## src/design/assert_macros.svh

```systemverilog
// assertion helpers for the rtl
`ifndef ASSERT_MACROS_SVH
`define ASSERT_MACROS_SVH

// plain clocked check, off while reset is high
`define EN2F_CHECK(lbl, prop, msg) \
  lbl: assert property (@(posedge clk) disable iff (rst) prop) else $error(msg);

// implication form
`define EN2F_IMPLY(lbl, ante, cons, msg) \
  `EN2F_CHECK(lbl, (ante) |-> cons, msg)

`endif

```

## src/design/en2f_pkg.sv

```systemverilog
`timescale 1ns / 1ps
package en2f_pkg;

  localparam int WORK_FRAC = 62;
  localparam logic [63:0] LN2_Q62 = 64'h2C5C85FDF473DE6A;
  localparam int TAYLOR_TERMS = 24;
  localparam int DIV_STEPS = 8;

  typedef enum logic [1:0] {
    REG_REF_FREQ = 2'd0,
    REG_REF_NOTE = 2'd1,
    REG_OCT_DIV  = 2'd2
  } cfg_reg_t;

  // one word travelling down the series pipeline
  typedef struct packed {
    logic        vld;
    logic [7:0]  q;
    logic [63:0] x;
    logic [63:0] term;
    logic [63:0] sum;
  } en2f_item_t;

endpackage

```

## src/design/en2f_scale.sv

```systemverilog
`timescale 1ns / 1ps
module en2f_scale #(
  parameter int EXP2_FRAC_BITS = 23
) (
  input  logic                 clk,
  input  logic                 rst,
  input  en2f_pkg::en2f_item_t item,
  input  logic [31:0]          ref_freq,
  output logic [31:0]          frequency,
  output logic                 saturated,
  output logic                 done
);
  import en2f_pkg::*;

  localparam int FW  = EXP2_FRAC_BITS + 2;
  localparam int PW  = 32 + FW;
  localparam int RND = WORK_FRAC - EXP2_FRAC_BITS;

  logic          f_vld;
  logic [7:0]    f_q;
  logic [FW-1:0] f_fac;
  logic [63:0]   rounded;

  assign rounded = (item.sum + (64'd1 << (RND - 1))) >> RND;

  always_ff @(posedge clk) begin
    if (rst) begin
      f_vld <= 1'b0;
    end else begin
      f_vld <= item.vld;
    end
    f_q   <= item.q;
    f_fac <= rounded[FW-1:0];
  end

  logic          p_vld;
  logic [7:0]    p_q;
  logic [PW-1:0] p_prod;

  always_ff @(posedge clk) begin
    if (rst) begin
      p_vld <= 1'b0;
    end else begin
      p_vld <= f_vld;
    end
    p_q    <= f_q;
    p_prod <= PW'(ref_freq) * PW'(f_fac);
  end

  // octave shift with clamp
  logic signed [8:0] sh;
  logic [8:0]        n;
  logic [PW+31:0]    shl;
  logic [PW-1:0]     shr;
  logic [31:0]       freq_next;
  logic              sat_next;

  assign sh = $signed({p_q[7], p_q}) - 9'(EXP2_FRAC_BITS);
  assign n  = 9'(-sh);

  always_comb begin
    shl       = {32'b0, p_prod} << sh[4:0];
    shr       = p_prod >> n[7:0];
    freq_next = '0;
    sat_next  = 1'b0;
    if (p_prod == '0) begin
      freq_next = '0;
    end else if (!sh[8]) begin
      if (sh >= 9'sd32 || |shl[PW+31:32]) begin
        sat_next = 1'b1;
      end else begin
        freq_next = shl[31:0];
      end
    end else begin
      if (|shr[PW-1:32]) begin
        sat_next = 1'b1;
      end else begin
        freq_next = shr[31:0];
      end
    end
  end

  always_ff @(posedge clk) begin
    if (rst) begin
      done <= 1'b0;
    end else begin
      done <= p_vld;
    end
    frequency <= sat_next ? '1 : freq_next;
    saturated <= sat_next;
  end

endmodule

```

## config.mk

```make
export PLATFORM = sky130hd
export DESIGN_NAME = en2f_scale
export DESIGN_NICKNAME = d
export VERILOG_FILES = /design/src/design/assert_macros.svh /design/src/design/en2f_pkg.sv /design/src/design/en2f_scale.sv
export SDC_FILE = /design/constraint.sdc
export NUM_CORES = 2
export LEC_CHECK = 0
export BUFFER_PORTS_ARGS = -buffer_cell sky130_fd_sc_hd__buf_2
export CELL_PAD_IN_SITES_DETAIL_PLACEMENT = 2
export CELL_PAD_IN_SITES_GLOBAL_PLACEMENT = 2
export CORE_ASPECT_RATIO = 0.7
export CORE_MARGIN = 2
export CORE_UTILIZATION = 30
export CTS_CLUSTER_SIZE = 25
export DETAILED_ROUTE_END_ITERATION = 7
export GPL_TIMING_DRIVEN = 1
export PLACE_DENSITY = 0.72
export SLEW_MARGIN = 20
export SYNTH_ARGS = -nofsm -noshare
export SYNTH_HDL_FRONTEND = slang
export SYNTH_SLANG_ARGS = --single-unit
export TNS_END_PERCENT = 50
```

## constraint.sdc

```tcl
create_clock -name clk -period 19 [get_ports clk]
set_clock_uncertainty 0.2 [all_clocks]
set_input_delay 1.9 -clock clk [delete_from_list [all_inputs] [get_ports clk]]
set_output_delay 1.9 -clock clk [all_outputs]
set_load 0.02 [all_outputs]
```

---- Yosys cells after proc, flatten, opt, wreduce, memory -nomap -nowiden ----
Cells that the tools add are included.
Widths: inputs -> output; s select.
storage, ports and cells
  register bits ........................... 134
  output and inout port bits .............. 34
  logic and storage cells ................. 28
  bits of input ports ..................... 235
cells by class
  shift operators ......................... 2
  muxes and demuxes ....................... 8
  magnitude comparators ................... 1
  $add $sub $neg .......................... 3
  reduce and logical (&&, ||, !) cells .... 4
  $mul .................................... 1
operators by type and width
  operator                count
  $mux 32                 4
  $shl 57x5->89           1
  $add 64x39->64 const B  1
  $logic_not 57->1        1
  $mul 32x25->57          1
  $reduce_or 57->1        1
  $shr 57x8->57           1
  $reduce_or 25->1        1
  $ge 9x7->1 const B      1
  $sub 8x6->9 const B     1
  $neg 8->8               1
  $mux 1                  4
  $logic_or 1x1->1        1

---- Depth between registers and ports, before layout ----
  word-level depth ........................ 7
  mapped depth ............................ 27
  gate-level depth less buffers ........... 26

---- Worst setup path before layout ----
No wires, ideal clock.
  kind .................................... input to register
  start ................................... in ref_freq[10]
  end ..................................... reg p_prod[52]
  stages .................................. 25
  path buffers ............................ 1
  data arrival time ....................... 8170 ps
  setup slack ............................. 10497 ps
  setup time .............................. 133 ps
  required time ........................... 18667 ps
  cells stage by stage .................... clkbuf_1 > nand2_1 > fa_1 > fa_1 > inv_1 > fa_1 > inv_1 > fa_1 > inv_1 > fa_1 > fa_1 > inv_1 > fa_1 > inv_1 > ha_1 > nand4_1 > nor2_1 > nand2_1 > o32ai_1 > o21ai_0 > a21oi_1 > o211ai_1 > a31oi_1 > mux2i_1 > o2111ai_1
between the ends
  word-level cells in the longest chain between the ends .. 1
RTL lines
  what                    line              source
  start: declaration      en2f_scale.sv:8   input logic [31:0] ref_freq,
  $mul 32x25->57          en2f_scale.sv:47  p_prod <= PW'(ref_freq) * PW'(f_fac);
  end signal: assignment  en2f_scale.sv:47
  end: declaration        en2f_scale.sv:38  logic [PW-1:0] p_prod;
Every way passes these cells.
A chain may end at the register's enable or synchronous reset.

---- Worst setup path after layout ----
  start ................................... in ref_freq[19]
  end ..................................... reg p_prod[52]
The elaborated chain is that of the path after synthesis.

==> results.json <==
{
  "timing.final.crit_share": 0.504,
  "cp-end-kind": "flip-flop",
  "coreArea_um2": 117000,
  "first_pass_iters": 5,
  "reg2reg_depth": 25,
  "hold_class": "flip-flop to flip-flop",
  "async_flop_share": 0,
  "ys_seq_area_frac": 0.0753,
  "drcViolationCount": 0,
  "antenna_left": 0,
  "tightest_slew_ps": 1160,
  "grt_pass1_vias": 33097,
  "period_needed_ps": 9570,
  "syn_area_um2": 35600,
  "yosys_warnings": 0,
  "syn_to_final_growth_pct": 6.90,
  "dieArea_um2": 122000,
  "finalNetCount": 5028,
  "relSlewSlack": 0.218,
  "die_y_um": 292,
  "rsz0062_at_grt": "no",
  "fmax_ghz": 0.104,
  "io_buffers": 102,
  "hpwl_mm": 97.9,
  "cap_violations": 0,
  "ys.flop_type": "dfxtp_1",
  "worstPathMaxFanout": 25,
  "multi_input_area_um2": 29300,
  "avgViaCountPerCell": 5.22,
  "track_usage": 0.218,
  "cts_sinks": 134,
  "layout_common_cells": "745 x inv_1, 687 x fa_1, 554 x nand2_1, 408 x and2_1, 193 x ha_1",
  "yosys_register_bits": 134,
  "setup_viol": 0,
  "ios": 269,
  "grt_pass1_wl_mm": 204,
  "outcome": "finished, final reports clean",
  "cts_buffers": 17,
  "htree_num_levels": 4,
  "worstSkewPairLatency_ps": 480,
  "hp-start": "f_q[0]",
  "syn_area_per_cell_um2": 8.94,
  "clockRootBuffer": "clkbuf_16",
  "rows": 105,
  "postCtsSetupBuffers": 0,
  "final_layout_size_suffix_gt1_frac": 0.0866,
  "synth.distinct_cells": 84,
  "ctsHoldBuffers": 0,
  "r2r_end": "p_prod[52]",
  "antenna_found_initial": 6,
  "slew_violations": 0,
  "totalWireLength_mm": 130,
  "syn_nets": 5104,
  "cts.clk_slew.worst_paths_ps": 70,
  "cp-start-kind": "input port",
  "gp_congestion": 0.874,
  "min_to": "p_q[0]",
  "vias": 28569,
  "reg2reg_slack_ps": 10500,
  "initial_core_util": 0.303,
  "cts_tree": "built",
  "hold_depth": 0,
  "crit-reg2reg-launch": "f_fac[5]",
  "dieWidth_um": 416,
  "worstPathRequired_ps": 19140,
  "hold_viol": 0,
  "synth_edf_count": 0,
  "seqCellArea_um2": 2700,
  "fill_cells": 13188,
  "wl_per_cell_um": 23.7,
  "cts_buffer_depth": 2,
  "overflow": 0,
  "syn-instance-count": 3988,
  "crit_type": "input port to flip-flop",
  "cts-resized-gates": 0,
  "fin_setup_tns_ps": 0,
  "drtIter0Drc": 2142,
  "worstPathArrival_ps": 9710,
  "grt_max_degree": 67,
  "final_common_cell": "inv_1"
}
[routing by layer]
metal	routed length, um	up-vias	global-route usage
li1	-	12305	-
met1	58100	15332	0.299
met2	61900	791	0.367
met3	7470	141	0.0299
met4	2340	0	0.0471
met5	0	-	0
[final cells by class]
type	instances	area share
Antenna cell	3	0.000197
Clock buffer	18	0.0115
Clock inverter	13	0.00387
Inverter	748	0.0737
Multi-Input combinational cell	2873	0.768
Sequential cell	134	0.0709
Tap cell	1551	0.0509
Timing Repair Buffer	138	0.0205
[critical path: stages]
cell and delay, ps:
buf_2 650, and2_1 280, fa_1 460, fa_1 590, inv_1 70, fa_1 530
inv_1 60, fa_1 490, fa_1 540, fa_1 510, inv_1 60, fa_1 510
inv_1 50, ha_1 370, nand4_1 170, nor2_1 250, nand2_1 140, o32ai_1 440
o21ai_0 130, buf_4 190, a21oi_1 260, o211ai_1 150, a31oi_1 460, mux2i_1 250
o2111ai_1 150
[flip-flops by register name, summed over array words and instances, names as in the netlist]
name       flops
saturated      1
done           1
p_q            8
frequency     32
f_fac         25
f_q            8
p_prod        57
p_vld          1
f_vld          1
[cell families after synthesis]
family          after synthesis  synth area share
mux                         181            0.0845
simple gates               1318             0.182
flops                       134            0.0753
compound gates              404            0.0768
buf+inv                     981             0.106
xor+xnor                     89            0.0219
fa+ha+maj                   881             0.454
[how the worst max path moves through the flow]
stage / from / to / slack (ps) / cells after the start
2_1_floorplan: ref_freq[10] / p_prod[52] / 10500 / 25
3_3_place_gp: ref_freq[19] / p_prod[52] / 9180 / 25
3_5_place_dp: ref_freq[19] / p_prod[52] / 9040 / 25
4_1_cts: ref_freq[19] / p_prod[52] / 9460 / 25
5_1_grt: ref_freq[19] / p_prod[52] / 8960 / 25
6_report: ref_freq[19] / p_prod[52] / 9430 / 25
[cell usage after synthesis (17+ instances only)]
| master | count | area [um^2] |
|---|---|---|
| fa_1 | 687 | 13800 |
| nand3_1 | 53 | 265 |
| nor4_1 | 18 | 113 |
| nand2b_1 | 17 | 106 |
| ha_1 | 194 | 2430 |
| clkbuf_1 | 186 | 698 |
| a21oi_1 | 112 | 561 |
| nor3_1 | 33 | 165 |
| buf_2 | 26 | 130 |
| a31oi_1 | 26 | 163 |
| a21o_1 | 28 | 210 |
| mux4_2 | 92 | 2070 |
| and2_1 | 408 | 2550 |
| mux2i_1 | 63 | 631 |
| xnor2_1 | 65 | 569 |
| o21ai_0 | 64 | 320 |
| nor2_1 | 137 | 514 |
| inv_1 | 745 | 2800 |
| dfxtp_1 | 134 | 2680 |
| mux2_2 | 23 | 259 |
| xor2_1 | 24 | 210 |
| nand2_1 | 554 | 2080 |
| o211ai_1 | 23 | 173 |
| and3_1 | 25 | 156 |
[stage by stage]
step,instance area [um^2],worst slack (ps),hold WS (ps),util,cells
floorplan,35600,10500,110,-,3988
global placement,37500,9180,115,0.319,5444
detailed placement,37500,9040,118,0.319,5444
CTS,38100,9460,130,0.324,5475
global route,38100,8960,137,0.324,5475
finish,38100,9430,128,0.324,5478
Power is left out: the tool's default activity adds up to more than one toggle a clock period on the data nets, which glitch-free logic cannot reach.
