$ cat config.mk
export PLATFORM = sky130hd
export DESIGN_NAME = en2f_xgen
export DESIGN_NICKNAME = d
export VERILOG_FILES = /design/src/design/assert_macros.svh /design/src/design/en2f_pkg.sv /design/src/design/en2f_xgen.sv
export SDC_FILE = /design/constraint.sdc
export NUM_CORES = 2
export LEC_CHECK = 0
export BUFFER_PORTS_ARGS = -buffer_cell sky130_fd_sc_hd__buf_2
export CAP_MARGIN = 20
export CELL_PAD_IN_SITES_DETAIL_PLACEMENT = 0
export CELL_PAD_IN_SITES_GLOBAL_PLACEMENT = 2
export CORE_MARGIN = 2
export CORE_UTILIZATION = 29
export CTS_CLUSTER_DIAMETER = 120
export DETAILED_ROUTE_END_ITERATION = 8
export GPL_ROUTABILITY_DRIVEN = 0
export PLACE_DENSITY_LB_ADDON = 0.1
export SLEW_MARGIN = 20
export SYNTH_ARGS = -nofsm -noshare
export SYNTH_HDL_FRONTEND = slang
export SYNTH_SLANG_ARGS = --single-unit
$ cat constraint.sdc
create_clock -name clk -period 34.4 [get_ports clk]
set_input_delay 1.72 -clock clk [delete_from_list [all_inputs] [get_ports clk]]
set_output_delay 1.72 -clock clk [all_outputs]
set_load 0.01 [all_outputs]
$ cat src/design/assert_macros.svh
// assertion helpers for the rtl
`ifndef ASSERT_MACROS_SVH
`define ASSERT_MACROS_SVH

// plain clocked check, off while reset is high
`define EN2F_CHECK(lbl, prop, msg) \
  lbl: assert property (@(posedge clk) disable iff (rst) prop) else $error(msg);

// implication form
`define EN2F_IMPLY(lbl, ante, cons, msg) \
  `EN2F_CHECK(lbl, (ante) |-> cons, msg)

`endif

$ cat src/design/en2f_pkg.sv
`timescale 1ns / 1ps
package en2f_pkg;

  localparam int WORK_FRAC = 62;
  localparam logic [63:0] LN2_Q62 = 64'h2C5C85FDF473DE6A;
  localparam int TAYLOR_TERMS = 24;
  localparam int DIV_STEPS = 8;

  typedef enum logic [1:0] {
    REG_REF_FREQ = 2'd0,
    REG_REF_NOTE = 2'd1,
    REG_OCT_DIV  = 2'd2
  } cfg_reg_t;

  // one word travelling down the series pipeline
  typedef struct packed {
    logic        vld;
    logic [7:0]  q;
    logic [63:0] x;
    logic [63:0] term;
    logic [63:0] sum;
  } en2f_item_t;

endpackage

$ cat src/design/en2f_xgen.sv
`timescale 1ns / 1ps
module en2f_xgen (
  input  logic                 clk,
  input  logic                 rst,
  input  logic                 take,
  input  logic [6:0]           note,
  input  logic [6:0]           ref_note,
  input  logic [7:0]           divisor,
  output en2f_pkg::en2f_item_t item
);
  import en2f_pkg::*;

  localparam int NW = 72;
  localparam int NSTG = NW / DIV_STEPS;

  // octave split: floor division of the note difference
  logic signed [7:0] diff;
  logic [6:0] mag;
  logic [8:0] rem;
  logic [6:0] qm;
  logic [7:0] q_next;
  logic [7:0] r_next;

  assign diff = $signed({1'b0, note}) - $signed({1'b0, ref_note});
  assign mag  = diff[7] ? 7'(-diff) : diff[6:0];

  always_comb begin
    rem = '0;
    qm  = '0;
    for (int i = 6; i >= 0; i--) begin
      rem = {rem[7:0], mag[i]};
      if (rem >= {1'b0, divisor}) begin
        rem   = rem - {1'b0, divisor};
        qm[i] = 1'b1;
      end
    end
    if (!diff[7]) begin
      q_next = {1'b0, qm};
      r_next = rem[7:0];
    end else if (rem == '0) begin
      q_next = 8'(-{1'b0, qm});
      r_next = '0;
    end else begin
      q_next = 8'(-{1'b0, qm}) - 8'd1;
      r_next = divisor - rem[7:0];
    end
  end

  logic       s1_vld;
  logic [7:0] s1_q;
  logic [7:0] s1_r;

  always_ff @(posedge clk) begin
    if (rst) begin
      s1_vld <= 1'b0;
    end else begin
      s1_vld <= take;
    end
    s1_q <= q_next;
    s1_r <= r_next;
  end

  // r * ln2, then long division by the step count
  logic            dv_vld [0:NSTG];
  logic [7:0]      dv_q   [0:NSTG];
  logic [7:0]      dv_rem [0:NSTG];
  logic [NW-1:0]   dv_w   [0:NSTG];

  always_ff @(posedge clk) begin
    if (rst) begin
      dv_vld[0] <= 1'b0;
    end else begin
      dv_vld[0] <= s1_vld;
    end
    dv_q[0]   <= s1_q;
    dv_rem[0] <= '0;
    dv_w[0]   <= NW'(s1_r) * NW'(LN2_Q62);
  end

  for (genvar g = 0; g < NSTG; g++) begin : g_div
    logic [8:0]    rm;
    logic [NW-1:0] w;

    always_comb begin
      rm = {1'b0, dv_rem[g]};
      w  = dv_w[g];
      for (int i = 0; i < DIV_STEPS; i++) begin
        rm = {rm[7:0], w[NW-1]};
        w  = {w[NW-2:0], 1'b0};
        if (rm >= {1'b0, divisor}) begin
          rm   = rm - {1'b0, divisor};
          w[0] = 1'b1;
        end
      end
    end

    always_ff @(posedge clk) begin
      if (rst) begin
        dv_vld[g+1] <= 1'b0;
      end else begin
        dv_vld[g+1] <= dv_vld[g];
      end
      dv_q[g+1]   <= dv_q[g];
      dv_rem[g+1] <= rm[7:0];
      dv_w[g+1]   <= w;
    end
  end

  always_comb begin
    item.vld  = dv_vld[NSTG];
    item.q    = dv_q[NSTG];
    item.x    = dv_w[NSTG][63:0];
    item.term = 64'd1 << WORK_FRAC;
    item.sum  = 64'd1 << WORK_FRAC;
  end

endmodule

# Word level (Yosys, flattened, before mapping)
# Memories as Yosys holds them, arrays and structs flattened.
# Index checks and enable logic that the tools add are counted.
# totals
ramBits	890
inputBits	25
mem_count	4
out_inout_bits	201
elab_cells	359
reg_bits	17
# op_classes
n_mux	176
reduce_logical	1
multipliers	1
magnitude_cmp	79
bitwise	10
addsub	84
# mem_list
memory	depth	word_bits	rd	rd_clocked_by_memory_dff	write_ports	line_no	text
dv_w	10	72	10	0	10	en2f_xgen.sv:67	logic [NW-1:0] dv_w [0:NSTG];
dv_q	10	8	10	0	10	en2f_xgen.sv:65	logic [7:0] dv_q [0:NSTG];
dv_rem	10	8	9	0	10	en2f_xgen.sv:66	logic [7:0] dv_rem [0:NSTG];
dv_vld	10	1	10	0	10	en2f_xgen.sv:64	logic dv_vld [0:NSTG];
# op_table
op	count
greater-or-equal comparator 9 x 8 -> 1 bit	78
two-way mux 8 bit	81
subtractor 8 bit	78
two-way mux 1 bit	92
multiplier 8 x 61 -> 69 bit (second input constant)	1
two-way mux 7 bit	2
OR 1 bit	10
zero test 9 bit	1
two-way mux 9 bit	1
subtractor 9 x 8 -> 9 bit	1
greater-or-equal comparator 1 x 8 -> 1 bit	1
negation 7 -> 8 bit	1
subtractor 1 x 8 -> 8 bit	1
subtractor 7 x 7 -> 8 bit	1
subtractor 8 x 1 -> 8 bit (second input constant)	1
negation 7 bit	1

# Longest topological paths before layout
# depth
word_depth	21
depth_mapped	110

# Worst setup path before layout
# Ideal clock, no wire load.
# synth_timing
kind	input port to flip-flop
start	input divisor[1]
end	memory dv_rem[2][1]
required_time_ns	34.245
path_buffers	4
slack_ns	9.091
cell_stages	106
arrival_time_ns	25.155
cell_sequence	buf_2 inv_1 ha_1 nor2b_1 o21ai_0 a21boi_0 o21ai_0 a31oi_1 a2111oi_2 clkbuf_1 mux2i_1 ha_1 nor2b_1 o21ai_0 a21boi_0 o21ai_0 a21oi_1 o21a_1 [... 70 more ...] inv_1 o211ai_2 clkbuf_1 o21a_1 ha_1 nor2b_1 o21ai_0 nand2b_1 a21o_1 a21o_1 a21oi_1 o21ai_0 a21o_1 a21o_1 nor2_1 inv_1 mux2i_1 o221ai_1
# synth_lines
item	line_no	text
from (decl)	en2f_xgen.sv:8	input logic [7:0] divisor,
to (decl)	en2f_xgen.sv:66	

==> impl_metrics.env <==
export IMPL_die_w_um=448
export IMPL_hold_viol=0
export IMPL_critical_path_endpoint_type="register"
export IMPL_routed_wl_met3_um=4540
export IMPL_fin_crit_ns=25.41
export IMPL_drc=0
export IMPL_post_cts_buffers=0
export IMPL_via_per_inst=4.70
export IMPL_period_share=0.739
export IMPL_numCtsBuffers=95
export IMPL_synth_seq_area_share=0.283
export IMPL_drt_first_pass_iters=5
export IMPL_drt_first_iter_violations=1771
export IMPL_maxUsedRoutingLayer="met5"
export IMPL_fin_nets=7378
export IMPL_synthCells=6176
export IMPL_rows=163
export IMPL_cts_sinks=808
export IMPL_wire_per_inst_um=18.5
export IMPL_grt_remaining_overflow=0
export IMPL_clock_root_buffer="clkbuf_16"
export IMPL_core_sq_um=197000
export IMPL_cts_resized=0
export IMPL_netlist_cell_type_count=110
export IMPL_fin_hold_ws_ns=0.310
export IMPL_yosys_warnings=0
export IMPL_path_clk_slew_ns=0.06
export IMPL_die_h_um=448
export IMPL_finalWorstSetupSlack_ns=8.99
export IMPL_drv_cap=0
export IMPL_grt_pass1_vias=43800
export IMPL_cp_max_fo=26
export IMPL_antenna_found_initial=7
export IMPL_fill_cells=20500
export IMPL_timing_slew_headroom=0.304
export IMPL_start_util=0.291
export IMPL_path_class="input port to register"
export IMPL_worstSetupStartpointType="input port"
export IMPL_ant_nets=0
export IMPL_drive_above_1_share=0.108
export IMPL_wl_met2_um=81200
export IMPL_synth_area_sq_um=57200
export IMPL_final_core_util=0.326
export IMPL_crit_path_max_incr_delay_ns=0.77
export IMPL_synthArstFlopShare=0
export IMPL_wirelength_um=169000
export IMPL_ctsHoldBuffers=0
export IMPL_cp_slowest_cell="mux2i_1"
export IMPL_finalSetupTns_ns=0
export IMPL_grt_start_max_net_pins=31
export IMPL_cts_buffer_depth=3
export IMPL_ys_seq_elements=808
export IMPL_insertion_delay_ns=0.74
export IMPL_htree_levels=3
export IMPL_critPathArrivalTime_ns=25.94
export IMPL_synth_ff_type="dfxtp_1"
export IMPL_post_place_ws_ns=8.01
export IMPL_status="complete, no violations"
export IMPL_grtUsageTotal=0.168
export IMPL_setup_violations=0
export IMPL_syn_avg_cell_area_sq_um=9.26
export IMPL_worstPathRequired_ns=34.93
export IMPL_pin_count=226
export IMPL_layout_area_overhead_vs_synth_pct=12.2
export IMPL_worstMarginPinSlew_ns=1.03
export IMPL_path_common_cell="o21ai_0"
export IMPL_hp_class="register to register"
export IMPL_num_vias=42800
export IMPL_grt_pass1_wl_um=261000
export IMPL_synth_edf_count=0
export IMPL_r2r_cells=102
export IMPL_hold_depth=0
export IMPL_rsz0062_at_grt="no"
export IMPL_die_area_sq_um=201000
export IMPL_skew_ns=0.0391
export IMPL_wl_met1_um=79300
export IMPL_fmax_ghz=0.0394
export IMPL_drv_slew=0
export IMPL_portBuffers=97
export IMPL_dp_hpwl_um=135000
export IMPL_cts_tree="done"
==> cell usage in the layout, fill, tap and decap left out, types with 28 or more instances in the layout <==
| cell | n |
|---|---|
| a21boi_0 | 61 |
| o21ai_0 | 327 |
| nand2b_1 | 66 |
| a21o_1 | 190 |
| inv_1 | 639 |
| mux2i_1 | 107 |
| o21a_1 | 45 |
| nand3_1 | 141 |
| xor2_1 | 188 |
| nor3_1 | 44 |
| o211ai_1 | 65 |
| buf_2 | 95 |
| mux2_2 | 260 |
| and3_1 | 41 |
| or3_1 | 28 |
| conb_1 | 128 |
| o21bai_1 | 83 |
| buf_4 | 73 |
| dfxtp_1 | 808 |
| a31oi_1 | 37 |
| xnor2_1 | 245 |
| nand2_1 | 359 |
| ha_1 | 775 |
| nor2b_1 | 100 |
| clkbuf_16 | 96 |
| fa_1 | 194 |
| a21oi_1 | 375 |
| nor2_1 | 294 |
| nand4_1 | 88 |
==> worst paths after layout <==
kind           startpoint            to  slack [ns]
max            divisor[1]  dv_rem[3][1]        8.99
min            dv_w[6][6]   dv_w[7][14]        0.31
max reg2reg  dv_rem[1][0]  dv_rem[2][5]       10.49
min reg2reg    dv_w[6][6]   dv_w[7][14]        0.31
==> metal layers <==
| layer | vias up | track usage |
|---|---|---|
| li1 | 21900 | - |
| met1 | 20200 | 0.218 |
| met2 | 523 | 0.292 |
| met3 | 161 | 0.0188 |
| met4 | 4 | 0.0451 |
| met5 | - | 0 |
==> sequential cells by signal, summed over array words and instances (netlist names) <==
signal and cells:
dv_w 637, s1_r 8, s1_q 8, dv_q 80, s1_vld 1, dv_vld 10
dv_rem 64
==> critical path, delay by kind of cell <==
| kind | cells | cell delay, ns |
|---|---|---|
| buf+inv | 13 | 2.94 |
| compound gates | 64 | 12.87 |
| mux | 6 | 2.79 |
| fa+ha+maj | 8 | 2.53 |
| simple gates | 16 | 2.97 |
==> synthesized netlist by cell type (13+ instances only) <==
cell	n	area [sq um]
or3_1	28	175
o21a_1	45	338
nand4_1	88	551
a211oi_1	26	195
o21bai_1	83	623
xor2_1	188	1650
nor2_1	294	1100
mux2_2	260	2930
nor4_1	17	106
and2_1	20	125
nor2b_1	100	626
and3_1	41	257
o211ai_1	65	488
dfxtp_1	808	16200
fa_1	194	3880
o21ai_1	25	125
a21oi_1	375	1880
nand2_1	359	1350
and4_1	13	114
a21boi_0	61	458
ha_1	775	9700
o31ai_1	24	180
buf_4	131	983
or2_2	22	138
clkbuf_1	32	120
nand2b_1	66	413
nor3_1	44	220
inv_2	13	48.8
xnor2_1	245	2150
o221ai_1	19	166
mux2i_1	107	1070
inv_1	646	2420
nand3_1	141	706
a21o_1	190	1430
buf_2	19	95.1
a31oi_1	37	231
o21ai_0	327	1640
==> per-stage QoR <==
stage / instance area (sq um) / std cells
after floorplan: 57700 / 6302
after global placement: 60800 / 8926
after detailed placement: 60800 / 8927
after CTS: 64200 / 9105
after global routing: 64200 / 9106
final: 64200 / 9106
==> layout make-up <==
cell class	count	area [sq um]	area share
multi-input cells	4643	37800	0.589
repair buffers	170	1060	0.0166
inverters	666	2520	0.0394
flip-flops and latches	808	16200	0.252
diodes	1	2.50	0.0000390
well taps	2640	3300	0.0515
clock buffers	122	2640	0.0411
clock inverters	56	666	0.0104
==> kinds of logic (layout without fill, tap and decap cells) <==
| group | after synthesis | in the layout | share of synthesized area |
|---|---|---|---|
| buffers and inverters | 851 | 1014 | 0.0652 |
| xor gates and xnor gates | 433 | 433 | 0.0663 |
| AOI/OAI and AO/OA | 1450 | 1450 | 0.165 |
| other | 2 | 129 | 0.000131 |
| adders and majority gates | 971 | 971 | 0.238 |
| and+or+nand+nor | 1287 | 1287 | 0.111 |
| muxes | 374 | 374 | 0.0719 |
| DFF | 808 | 808 | 0.283 |
Power is not shown: default switching activity piles up to over one toggle a cycle in this logic, so the estimate is an artifact.
